==> src/design/adcapl_pkg.sv <==
// ----------------------------------------------------------------------------
// adcapl_pkg
// Shared types, widths, status codes and breakpoint tables for the ADC
// averaging and piecewise-linear conversion block.
// ----------------------------------------------------------------------------
package adcapl_pkg;

  // Field widths fixed by the interface.
  localparam int SMP_W    = 12;
  localparam int SUM_W    = 16;
  localparam int CNT_W    = 4;
  localparam int VALUE_W  = 14;
  localparam int STATUS_W = 2;
  localparam int LIM_W    = 12;
  localparam int IN_TDATA_W  = 16;
  localparam int OUT_TDATA_W = 16;
  localparam int CFG_AW   = 1;

  // Defaults for the top-level parameters.
  localparam int AVG_SAMPLES_DEF = 10;
  localparam int FRAC_BITS_DEF   = 8;

  // Reset values of the limit registers.
  localparam logic [LIM_W-1:0] UNDER_LIMIT_RST = 12'd535;
  localparam logic [LIM_W-1:0] OVER_LIMIT_RST  = 12'd3685;

  // Configuration register indexes.
  localparam logic [CFG_AW-1:0] REG_UNDER_LIMIT = 1'b0;
  localparam logic [CFG_AW-1:0] REG_OVER_LIMIT  = 1'b1;

  // Status codes.
  localparam logic [STATUS_W-1:0] STATUS_OK    = 2'd0;
  localparam logic [STATUS_W-1:0] STATUS_UNDER = 2'd1;
  localparam logic [STATUS_W-1:0] STATUS_OVER  = 2'd2;

  // Breakpoint table geometry.
  localparam int TABLE_POINTS = 17;
  localparam int PT_W   = $clog2(TABLE_POINTS);
  localparam int BPI_W  = 12;             // input breakpoints, unsigned
  localparam int BPO_W  = 8;              // output breakpoints, signed
  localparam int DIFF_W = BPI_W + 1;      // mean minus breakpoint, signed
  localparam int DOUT_W = BPO_W + 1;      // output step, signed
  localparam int PROD_W = DIFF_W + DOUT_W;

  localparam logic [BPI_W-1:0] BP_IN [TABLE_POINTS] = '{
    12'd739,  12'd925,  12'd1110, 12'd1295, 12'd1481, 12'd1666,
    12'd1851, 12'd2037, 12'd2222, 12'd2407, 12'd2593, 12'd2779,
    12'd2963, 12'd3149, 12'd3335, 12'd3520, 12'd3703
  };

  localparam logic signed [BPO_W-1:0] BP_OUT [TABLE_POINTS] = '{
    8'sd0,  8'sd1,  8'sd2,  8'sd3,  8'sd4,  8'sd5,  8'sd6,  8'sd7,  8'sd8,
    8'sd9,  8'sd10, 8'sd11, 8'sd12, 8'sd13, 8'sd14, 8'sd15, 8'sd16
  };

  // Sequencer states.
  typedef enum logic [2:0] {
    ST_ACC,
    ST_MEAN,
    ST_CHECK,
    ST_SEEK,
    ST_MUL,
    ST_LOAD,
    ST_DIV,
    ST_EMIT
  } state_t;

endpackage

==> src/design/adcapl_sdiv.sv <==
// ----------------------------------------------------------------------------
// adcapl_sdiv
// Bit-serial restoring divider: one quotient bit per cycle, MSB first.
// ----------------------------------------------------------------------------
module adcapl_sdiv #(
  parameter int DVD_W = 16,
  parameter int DVS_W = 12
) (
  input  logic             clk,
  input  logic             rst_n,
  input  logic             start,
  input  logic [DVD_W-1:0] dividend,
  input  logic [DVS_W-1:0] divisor,
  output logic             done,
  output logic [DVD_W-1:0] quotient
);

  localparam int DCNT_W = $clog2(DVD_W + 1);

  logic [DVD_W-1:0]  quo_r, quo_nxt;
  logic [DVS_W-1:0]  rem_r, rem_nxt;
  logic [DCNT_W-1:0] cnt_r, cnt_nxt;
  logic              busy_r, busy_nxt;
  logic              done_r, done_nxt;
  logic [DVS_W:0]    trial;
  logic [DVS_W:0]    trial_sub;
  logic              fits;

  // One trial subtraction per cycle; the dividend shifts out as the
  // quotient shifts in.
  always_comb begin
    trial     = {rem_r, quo_r[DVD_W-1]};
    trial_sub = trial - {1'b0, divisor};
    fits      = (trial >= {1'b0, divisor});
    quo_nxt   = quo_r;
    rem_nxt   = rem_r;
    cnt_nxt   = cnt_r;
    busy_nxt  = busy_r;
    done_nxt  = 1'b0;
    if (start) begin
      quo_nxt  = dividend;
      rem_nxt  = '0;
      cnt_nxt  = DCNT_W'(DVD_W);
      busy_nxt = 1'b1;
    end else if (busy_r) begin
      quo_nxt = {quo_r[DVD_W-2:0], fits};
      rem_nxt = fits ? trial_sub[DVS_W-1:0] : trial[DVS_W-1:0];
      cnt_nxt = cnt_r - DCNT_W'(1);
      if (cnt_r == DCNT_W'(1)) begin
        busy_nxt = 1'b0;
        done_nxt = 1'b1;
      end
    end
  end

  // Control state is reset; the data path is not.
  always_ff @(posedge clk) begin
    if (!rst_n) begin
      busy_r <= 1'b0;
      done_r <= 1'b0;
      cnt_r  <= '0;
    end else begin
      busy_r <= busy_nxt;
      done_r <= done_nxt;
      cnt_r  <= cnt_nxt;
    end
    quo_r <= quo_nxt;
    rem_r <= rem_nxt;
  end

  assign done     = done_r;
  assign quotient = quo_r;

endmodule

==> src/design/adc_average_piecewise_linearize.sv <==
// ----------------------------------------------------------------------------
// adc_average_piecewise_linearize
// Averages groups of 12-bit ADC samples from a 4-20 mA loop and converts
// each mean through a breakpoint table into a fixed-point measurement.
// ----------------------------------------------------------------------------
// Usage:
//   Samples arrive as words on the in_ channel (sample in in_tdata[11:0]).
//   Every AVG_SAMPLES accepted words produce one result word on the out_
//   channel: value in out_tdata[13:0], status in out_tuser.
//   Words that do not close a group are taken one per cycle. The word that
//   closes a group starts the conversion and in_tready stays low until the
//   result is loaded: bit-serial mean division and a limit check, after which
//   an out-of-range mean is loaded. An in-range mean adds a segment search,
//   the forming of the numerator and the bit-serial division of it by the
//   segment width.
//   The result sits in an output register, so sampling resumes while it waits
//   to be taken; a second result waits in the sequencer if the first is
//   still stalled by out_tready.
//   The limit registers are written through cfg_we, cfg_addr and cfg_wdata
//   while the block is idle. Reset (rst_n low) clears the running sum and
//   count, drops out_tvalid and restores the limits to 535 and 3685.
// ----------------------------------------------------------------------------
module adc_average_piecewise_linearize #(
  parameter int AVG_SAMPLES = adcapl_pkg::AVG_SAMPLES_DEF,
  parameter int FRAC_BITS   = adcapl_pkg::FRAC_BITS_DEF
) (
  input  logic                                 clk,
  input  logic                                 rst_n,
  // Input stream: [11:0] sample, [15:12] ignored.
  input  logic                                 in_tvalid,
  output logic                                 in_tready,
  input  logic [adcapl_pkg::IN_TDATA_W-1:0]    in_tdata,
  // Output stream: [13:0] value, [15:14] zero.
  output logic                                 out_tvalid,
  input  logic                                 out_tready,
  output logic [adcapl_pkg::OUT_TDATA_W-1:0]   out_tdata,
  // Output sideband: [1:0] status.
  output logic [adcapl_pkg::STATUS_W-1:0]      out_tuser,
  // Configuration write port.
  input  logic                                 cfg_we,
  input  logic [adcapl_pkg::CFG_AW-1:0]        cfg_addr,
  input  logic [adcapl_pkg::LIM_W-1:0]         cfg_wdata
);

  localparam int AVG_W  = $clog2(AVG_SAMPLES + 1);
  localparam int NUM_W  = adcapl_pkg::PROD_W + FRAC_BITS;
  localparam int VAL_W  = NUM_W + 1;
  localparam int SMP_W  = adcapl_pkg::SMP_W;
  localparam int SUM_W  = adcapl_pkg::SUM_W;
  localparam int CNT_W  = adcapl_pkg::CNT_W;
  localparam int PT_W   = adcapl_pkg::PT_W;
  localparam int BPI_W  = adcapl_pkg::BPI_W;
  localparam int DIFF_W = adcapl_pkg::DIFF_W;
  localparam int DOUT_W = adcapl_pkg::DOUT_W;
  localparam int PROD_W = adcapl_pkg::PROD_W;
  localparam int LIM_W  = adcapl_pkg::LIM_W;
  localparam int VALUE_W = adcapl_pkg::VALUE_W;
  localparam int STATUS_W = adcapl_pkg::STATUS_W;

  adcapl_pkg::state_t state_r, state_nxt;

  logic [SUM_W-1:0]          sum_r, sum_nxt;
  logic [CNT_W-1:0]          cnt_r, cnt_nxt;
  logic [LIM_W-1:0]          under_r, under_nxt;
  logic [LIM_W-1:0]          over_r, over_nxt;
  logic [SMP_W-1:0]          mean_r, mean_nxt;
  logic [PT_W-1:0]           seg_r, seg_nxt;
  logic [STATUS_W-1:0]       status_r, status_nxt;
  logic signed [PROD_W-1:0]  prod_r, prod_nxt;
  logic [BPI_W-1:0]          den_r, den_nxt;
  logic                      den_neg_r, den_neg_nxt;
  logic                      den_zero_r, den_zero_nxt;
  logic                      qneg_r, qneg_nxt;
  logic                      out_tvalid_r, out_tvalid_nxt;
  logic [VALUE_W-1:0]        out_value_r, out_value_nxt;
  logic [STATUS_W-1:0]       out_tuser_r, out_tuser_nxt;

  logic                      in_acc;
  logic [SUM_W-1:0]          sum_add;
  logic [CNT_W:0]            cnt_inc;
  logic                      grp_last;
  logic                      mean_start, mean_done;
  logic [SUM_W-1:0]          mean_q;
  logic                      div_start, div_done;
  logic [NUM_W-1:0]          div_q;
  logic [PT_W-1:0]           seg_p1;
  logic                      seg_step;
  logic signed [DIFF_W-1:0]  diff_s;
  logic signed [DOUT_W-1:0]  dout_s;
  logic signed [DIFF_W-1:0]  den_s;
  logic signed [NUM_W-1:0]   num_ext;
  logic signed [NUM_W-1:0]   num_s;
  logic [NUM_W-1:0]          num_mag;
  logic signed [VAL_W-1:0]   base_s;
  logic signed [VAL_W-1:0]   quo_s;
  logic signed [VAL_W-1:0]   val_s;
  logic                      out_free;
  logic                      out_load;

  // Handshake and group bookkeeping.
  assign in_acc   = in_tvalid & in_tready;
  assign sum_add  = sum_r + SUM_W'(in_tdata[SMP_W-1:0]);
  assign cnt_inc  = {1'b0, cnt_r} + (CNT_W + 1)'(1);
  assign grp_last = !(cnt_inc < (CNT_W + 1)'(AVG_SAMPLES));
  assign out_free = !out_tvalid_r || out_tready;

  // Mean divider: running sum over the group size.
  adcapl_sdiv #(
    .DVD_W (SUM_W),
    .DVS_W (AVG_W)
  ) u_mean_div (
    .clk      (clk),
    .rst_n    (rst_n),
    .start    (mean_start),
    .dividend (sum_add),
    .divisor  (AVG_W'(AVG_SAMPLES)),
    .done     (mean_done),
    .quotient (mean_q)
  );

  // Interpolation divider: numerator magnitude over the segment width.
  adcapl_sdiv #(
    .DVD_W (NUM_W),
    .DVS_W (BPI_W)
  ) u_interp_div (
    .clk      (clk),
    .rst_n    (rst_n),
    .start    (div_start),
    .dividend (num_mag),
    .divisor  (den_r),
    .done     (div_done),
    .quotient (div_q)
  );

  // Segment search and interpolation arithmetic.
  always_comb begin
    seg_p1   = seg_r + PT_W'(1);
    seg_step = (seg_r < PT_W'(adcapl_pkg::TABLE_POINTS - 2)) &&
               (adcapl_pkg::BP_IN[seg_p1] < mean_r);
    diff_s   = $signed({1'b0, mean_r}) - $signed({1'b0, adcapl_pkg::BP_IN[seg_r]});
    dout_s   = DOUT_W'(adcapl_pkg::BP_OUT[seg_p1]) - DOUT_W'(adcapl_pkg::BP_OUT[seg_r]);
    den_s    = $signed({1'b0, adcapl_pkg::BP_IN[seg_p1]}) -
               $signed({1'b0, adcapl_pkg::BP_IN[seg_r]});
    num_ext  = NUM_W'(prod_r);
    num_s    = num_ext <<< FRAC_BITS;
    num_mag  = num_s[NUM_W-1] ? NUM_W'(-num_s) : NUM_W'(num_s);
    base_s   = VAL_W'(adcapl_pkg::BP_OUT[seg_r]) <<< FRAC_BITS;
    quo_s    = qneg_r ? -$signed({1'b0, div_q}) : $signed({1'b0, div_q});
    val_s    = den_zero_r ? base_s : (base_s + quo_s);
  end

  // Next state.
  always_comb begin
    state_nxt = state_r;
    case (state_r)
      adcapl_pkg::ST_ACC: begin
        if (in_acc && grp_last) state_nxt = adcapl_pkg::ST_MEAN;
      end
      adcapl_pkg::ST_MEAN: begin
        if (mean_done) state_nxt = adcapl_pkg::ST_CHECK;
      end
      adcapl_pkg::ST_CHECK: begin
        if ((mean_r < under_r) || (mean_r > over_r)) state_nxt = adcapl_pkg::ST_EMIT;
        else state_nxt = adcapl_pkg::ST_SEEK;
      end
      adcapl_pkg::ST_SEEK: begin
        if (!seg_step) state_nxt = adcapl_pkg::ST_MUL;
      end
      adcapl_pkg::ST_MUL:  state_nxt = adcapl_pkg::ST_LOAD;
      adcapl_pkg::ST_LOAD: state_nxt = adcapl_pkg::ST_DIV;
      adcapl_pkg::ST_DIV: begin
        if (div_done) state_nxt = adcapl_pkg::ST_EMIT;
      end
      adcapl_pkg::ST_EMIT: begin
        if (out_free) state_nxt = adcapl_pkg::ST_ACC;
      end
      default: state_nxt = adcapl_pkg::ST_ACC;
    endcase
  end

  // Sequencer outputs.
  always_comb begin
    in_tready  = 1'b0;
    mean_start = 1'b0;
    div_start  = 1'b0;
    out_load   = 1'b0;
    case (state_r)
      adcapl_pkg::ST_ACC: begin
        in_tready  = 1'b1;
        mean_start = in_tvalid && grp_last;
      end
      adcapl_pkg::ST_LOAD: div_start = 1'b1;
      adcapl_pkg::ST_EMIT: out_load  = out_free;
      default: ;
    endcase
  end

  // Data path and register next values.
  always_comb begin
    sum_nxt      = sum_r;
    cnt_nxt      = cnt_r;
    under_nxt    = under_r;
    over_nxt     = over_r;
    mean_nxt     = mean_r;
    seg_nxt      = seg_r;
    status_nxt   = status_r;
    prod_nxt     = prod_r;
    den_nxt      = den_r;
    den_neg_nxt  = den_neg_r;
    den_zero_nxt = den_zero_r;
    qneg_nxt     = qneg_r;
    out_value_nxt = out_value_r;
    out_tuser_nxt = out_tuser_r;
    out_tvalid_nxt = out_tready ? 1'b0 : out_tvalid_r;

    // Limit registers.
    if (cfg_we) begin
      case (cfg_addr)
        adcapl_pkg::REG_UNDER_LIMIT: under_nxt = cfg_wdata;
        adcapl_pkg::REG_OVER_LIMIT:  over_nxt  = cfg_wdata;
        default: ;
      endcase
    end

    // Accumulate; the closing word clears the group.
    if (in_acc) begin
      if (grp_last) begin
        sum_nxt = '0;
        cnt_nxt = '0;
      end else begin
        sum_nxt = sum_add;
        cnt_nxt = cnt_inc[CNT_W-1:0];
      end
    end

    if (mean_done) mean_nxt = mean_q[SMP_W-1:0];

    // Range check; under-range wins when both limits are violated.
    if (state_r == adcapl_pkg::ST_CHECK) begin
      seg_nxt = '0;
      if (mean_r < under_r) status_nxt = adcapl_pkg::STATUS_UNDER;
      else if (mean_r > over_r) status_nxt = adcapl_pkg::STATUS_OVER;
      else status_nxt = adcapl_pkg::STATUS_OK;
    end

    if ((state_r == adcapl_pkg::ST_SEEK) && seg_step) seg_nxt = seg_p1;

    // Segment found: form the product and the segment width.
    if (state_r == adcapl_pkg::ST_MUL) begin
      prod_nxt     = diff_s * dout_s;
      den_neg_nxt  = den_s[DIFF_W-1];
      den_zero_nxt = (den_s == '0);
      den_nxt      = den_s[DIFF_W-1] ? BPI_W'(-den_s) : BPI_W'(den_s);
    end

    // Quotient sign follows truncation toward zero.
    if (state_r == adcapl_pkg::ST_LOAD) qneg_nxt = num_s[NUM_W-1] ^ den_neg_r;

    // Hand the result to the output register.
    if (out_load) begin
      out_tvalid_nxt = 1'b1;
      out_tuser_nxt  = status_r;
      out_value_nxt  = (status_r == adcapl_pkg::STATUS_OK) ? val_s[VALUE_W-1:0] : '0;
    end
  end

  always_ff @(posedge clk) begin
    if (!rst_n) begin
      state_r      <= adcapl_pkg::ST_ACC;
      sum_r        <= '0;
      cnt_r        <= '0;
      under_r      <= adcapl_pkg::UNDER_LIMIT_RST;
      over_r       <= adcapl_pkg::OVER_LIMIT_RST;
      out_tvalid_r <= 1'b0;
    end else begin
      state_r      <= state_nxt;
      sum_r        <= sum_nxt;
      cnt_r        <= cnt_nxt;
      under_r      <= under_nxt;
      over_r       <= over_nxt;
      out_tvalid_r <= out_tvalid_nxt;
    end
    mean_r      <= mean_nxt;
    seg_r       <= seg_nxt;
    status_r    <= status_nxt;
    prod_r      <= prod_nxt;
    den_r       <= den_nxt;
    den_neg_r   <= den_neg_nxt;
    den_zero_r  <= den_zero_nxt;
    qneg_r      <= qneg_nxt;
    out_value_r <= out_value_nxt;
    out_tuser_r <= out_tuser_nxt;
  end

  assign out_tvalid = out_tvalid_r;
  assign out_tdata  = adcapl_pkg::OUT_TDATA_W'(out_value_r);
  assign out_tuser  = out_tuser_r;

endmodule

==> config.mk <==
export PLATFORM = sky130hd
export DESIGN_NAME = adc_average_piecewise_linearize
export DESIGN_NICKNAME = d
export VERILOG_FILES = /design/src/design/adcapl_pkg.sv /design/src/design/adcapl_sdiv.sv /design/src/design/adc_average_piecewise_linearize.sv
export SDC_FILE = /design/constraint.sdc
export NUM_CORES = 1
export LEC_CHECK = 0
export BUFFER_PORTS_ARGS = -buffer_cell sky130_fd_sc_hd__buf_2
export CORE_MARGIN = 1.5
export CORE_UTILIZATION = 50
export CTS_CLUSTER_SIZE = 40
export DETAILED_ROUTE_END_ITERATION = 10
export PLACE_DENSITY = 0.66
export SKIP_CTS_REPAIR_TIMING = 1
export SYNTH_ARGS = -nofsm -noshare
export SYNTH_HDL_FRONTEND = slang
export SYNTH_SLANG_ARGS = --single-unit
export TNS_END_PERCENT = 30
==> constraint.sdc <==
create_clock -name clk -period 21.2 [get_ports clk]
set_input_delay 2.12 -clock clk [delete_from_list [all_inputs] [get_ports clk]]
set_output_delay 2.12 -clock clk [all_outputs]
set_load 0.01 [all_outputs]
==> summary.md <==
| Metric | Value |
|---|---|
| P&R area growth vs syn | 7.19% |
| GRT Util Overall | roughly 22% |
| Critical path class | reg2reg |
| Iter 0 DRT Violations | 683 |
| Uppermost layer routed | met4 |
| Fillers | slightly below 3000 |
| DRT Wirelength | 34.9 mm |
| Leakage Power | between 7 and 8 nW |
| DP Area | between 15000 and 20000 µm² |
| Wire per inst | approximately 15 µm |
| TritonCTS clock tree | yes |
| Post-DP HPWL | approximately 27 mm |
| Met3 wire len | 1.16 mm |
| Combinational power share | between 6 and 7% |
| PD cells | 45.1 nW/µm² |
| Period utilisation layout | 45.6% |
| Cells after Synth | between 1500 and 2000 |
| CTS Root Cell | clkbuf_16 |
| Register Area | 5100 µm² |
| Global route overflow | 0 |
| Sw power | slightly below 0.2 mW |
| Pin count of the biggest net entering global routing | 52 |
| Clock Latency Late Sink | around 0.46 ns |
| Flops & latches, synth | around 200 |
| Vias/cell | between 5 and 6 |
| Die width | approximately 180 µm |
| Die Ht | around 180 µm |
| Slew headroom | between 20% and 30% |
| Syn_area_per_cell | between 9 and 10 µm² |
| Fin util | roughly 54% |
| Crit Path Max Fanout | 15 |
| CP Data Required Time | ~21 ns |
| Simple logic cell fraction of the synthesized area | between 15 and 20% |
| Die Area | between 30000 and 40000 µm² |
| Slew Viols, Final | 0 |
| Residual DRC | 0 |
| Synth Area in XOR/XNOR | under 10% |
| Post-synthesis compound-gate area fraction | between 10% and 20% |
| Mapped cell area | 16500 µm² |
| Clock network power share | about 42% |
| Peak supply drop | ~0.055 mV |
| TNS Setup | 0 ns |
| Seq pwr share | approximately half |
| Nature of the critical path startpoint | flip-flop |
| Initial antenna violation count | 1 |
| R2R Setup Slk | about 12 ns |
| Drt first pass iters | 5 |
| Most used cell along the critical path | fa_1 |
| Int Pwr | 0.602 mW |
| Worst slew pin tran | about 1.2 ns |
| Multiplexer share of the synthesized area | 1.50% |
| Sequential area share after synthesis | between 30% and 40% |
| Synth Flop Type | edfxtp_1 |
| Minimum clock period | just under 10 ns |
| Maximum clock path buffer count | 2 |
| H-tree levels | 4 |
| CORE AREA | 32500 µm² |
| Vias | ~12000 |
| Layout cells sized above 1 | 6.45% |
| MaxCap Viol Count | 0 |
| Cell variety after synth | roughly 70 |
| Setup violations, final | 0 |
| Initial Util | 50.7% |
| Number of synthesized flops with an enable pin | around 120 |
| CTS Sinks | 196 |
| WL met2 | ~17 mm |
| Unrepaired setup endpoints after global routing | false |
| Worst Clk Skew | 0.0136 ns |
| Sw frac | ~24% |
| Main combinational cell family by area after synthesis | adder cells |
| Type of destination of the critical path | flip-flop |
| Final hold slack | 0.454 ns |
| Worst-path clk slew | around 0.08 ns |
| Final net count | between 2000 and 2500 |
| GPL Wtd Cong | 0.874 |
| Finished layout cell area | 17600 µm² |
| Data arrival, critical path | 9.87 ns |
| Post-route ant nets | 0 |
| Num ports | 54 |
| Status | completed |
| Multi-input combinational cell area | between 10000 and 15000 µm² |
| Clock buffer count from CTS | 17 |
| Fin. Hold Viols | 0 |
| Wl on met1 | about 16 mm |
| Port Buf Inserts | 47 |
| Worst hold path class | reg2reg |
| Vias in the first global route | between 10000 and 15000 |
| Ys async rst share | 0% |
| Adder-cell share of the synthesized area | between 20% and 30% |
| Global-route wire length before repair | 59.6 mm |
| Peak Freq | 0.103 GHz |
| Final worst setup slack | ~12 ns |
| Crit path largest cell delay | between 0.8 and 0.9 ns |
| DP Worst Slack | about 12 ns |
| Slowest-stage cell, CP | a21oi_1 |
| Yosys Warn Count | 0 |
| Row cnt | 66 |
-- cell usage after synthesis, types with 17 or more instances --
cell      instances  area (µm²)
nor2b_1          27         169
dfxtp_1          78        1560
o21ai_0         109         546
nor3_1           27         135
inv_1           175         657
mux2i_1          18         180
edfxtp_1        118        3540
clkbuf_1         60         225
fa_1            105        2100
nand2b_1         46         288
nand3_1          30         150
a21o_1           30         225
a21oi_1          98         490
nor2_1          185         694
xor2_1           56         490
ha_1            153        1910
xnor2_1          73         639
nand2_1         187         702
a211oi_1         17         128
-- cells by family (layout without fill, tap and decap cells) --
group / Yosys count / after routing
AOI/OAI and AO/OA: 375 / 375
xor gates and xnor gates: 129 / 129
adders and majority gates: 258 / 258
buffers and inverters: 248 / 265
DFF: 196 / 196
muxes: 22 / 22
other: 1 / 3
and+or+nand+nor: 583 / 583
-- worst paths after layout --
kind	start	endpoint	depth (start not counted)
worst max register to register	seg_r[0]$_SDFFCE_PN0P_	prod_r[21]$_DFFE_PP_	31
worst max-delay path	seg_r[0]$_SDFFCE_PN0P_	prod_r[21]$_DFFE_PP_	31
worst min-delay path	u_mean_div.quotient[5]$_DFFE_PP_	mean_r[5]$_DFFE_PP_	0
worst min register to register	u_mean_div.quotient[5]$_DFFE_PP_	mean_r[5]$_DFFE_PP_	0
-- stage by stage --
stage          instances  total power, mW
2_1_floorplan       1813            0.455
4_1_cts             2272            0.805
6_report            2273            0.796
3_5_place_dp        2240            0.469
5_1_grt             2272            0.827
3_3_place_gp        2240            0.467
-- power by group through the flow --
stage	clock (mW)	combinational (mW)	sequential [mW]
finish	0.336	0.0521	0.408
global route	0.360	0.0586	0.409
CTS	0.345	0.0519	0.408
detailed placement	0	0.0516	0.417
global placement	0	0.0502	0.417
floorplan	0	0.0387	0.416
-- placed cells by master (no fill, tap or decap), types with 30 or more instances in the layout --
master,Yosys,final
a21o_1,30,30
inv_1,175,175
ha_1,153,153
nand2b_1,46,46
edfxtp_1,118,118
nand2_1,187,187
xor2_1,56,56
nor2_1,185,185
buf_2,3,47
a21oi_1,98,98
fa_1,105,105
xnor2_1,73,73
o21ai_0,109,109
dfxtp_1,78,78
nand3_1,30,30
-- registers in the layout, summed over array words and instances, names as in the netlist, 4 cells and up --
name                   cells
cnt_r                      4
den_r                     12
mean_r                    12
out_value_r               14
over_r                    12
prod_r                    22
seg_r                      5
sum_r                     16
u_interp_div.cnt_r         5
u_interp_div.quotient     30
u_interp_div.rem_r        12
u_mean_div.cnt_r           5
u_mean_div.quotient       16
u_mean_div.rem_r           4
under_r                   12
-- final cells by class --
class | count | share of cell area (%)
flip-flops and latches | 196 | 28.9
multi-input cells | 1369 | 59.1
well taps | 442 | 3.13
diodes | 1 | 0.0142
clock buffers | 18 | 2.55
clock inverters | 14 | 0.858
repair buffers | 54 | 1.63
inverters | 179 | 3.81
-- layer usage --
layer  up-vias  global-route usage [%]
met4         0                    6.16
met3        38                    3.58
met1      5968                    28.5
met2       212                    37.8
met5         -                       0
li1       6186                       -
-- worst max-delay path: cells and delay by family (launching register included) --
| kind | cells | cell delay, ns |
|---|---|---|
| adders and majority gates | 8 | 3.80 |
| AOI/OAI and AO/OA | 13 | 3.28 |
| and+or+nand+nor | 6 | 0.82 |
| DFF | 1 | 0.72 |
| buffers and inverters | 3 | 0.70 |
| xor gates and xnor gates | 1 | 0.09 |
(Power assumes the default switching activity.)
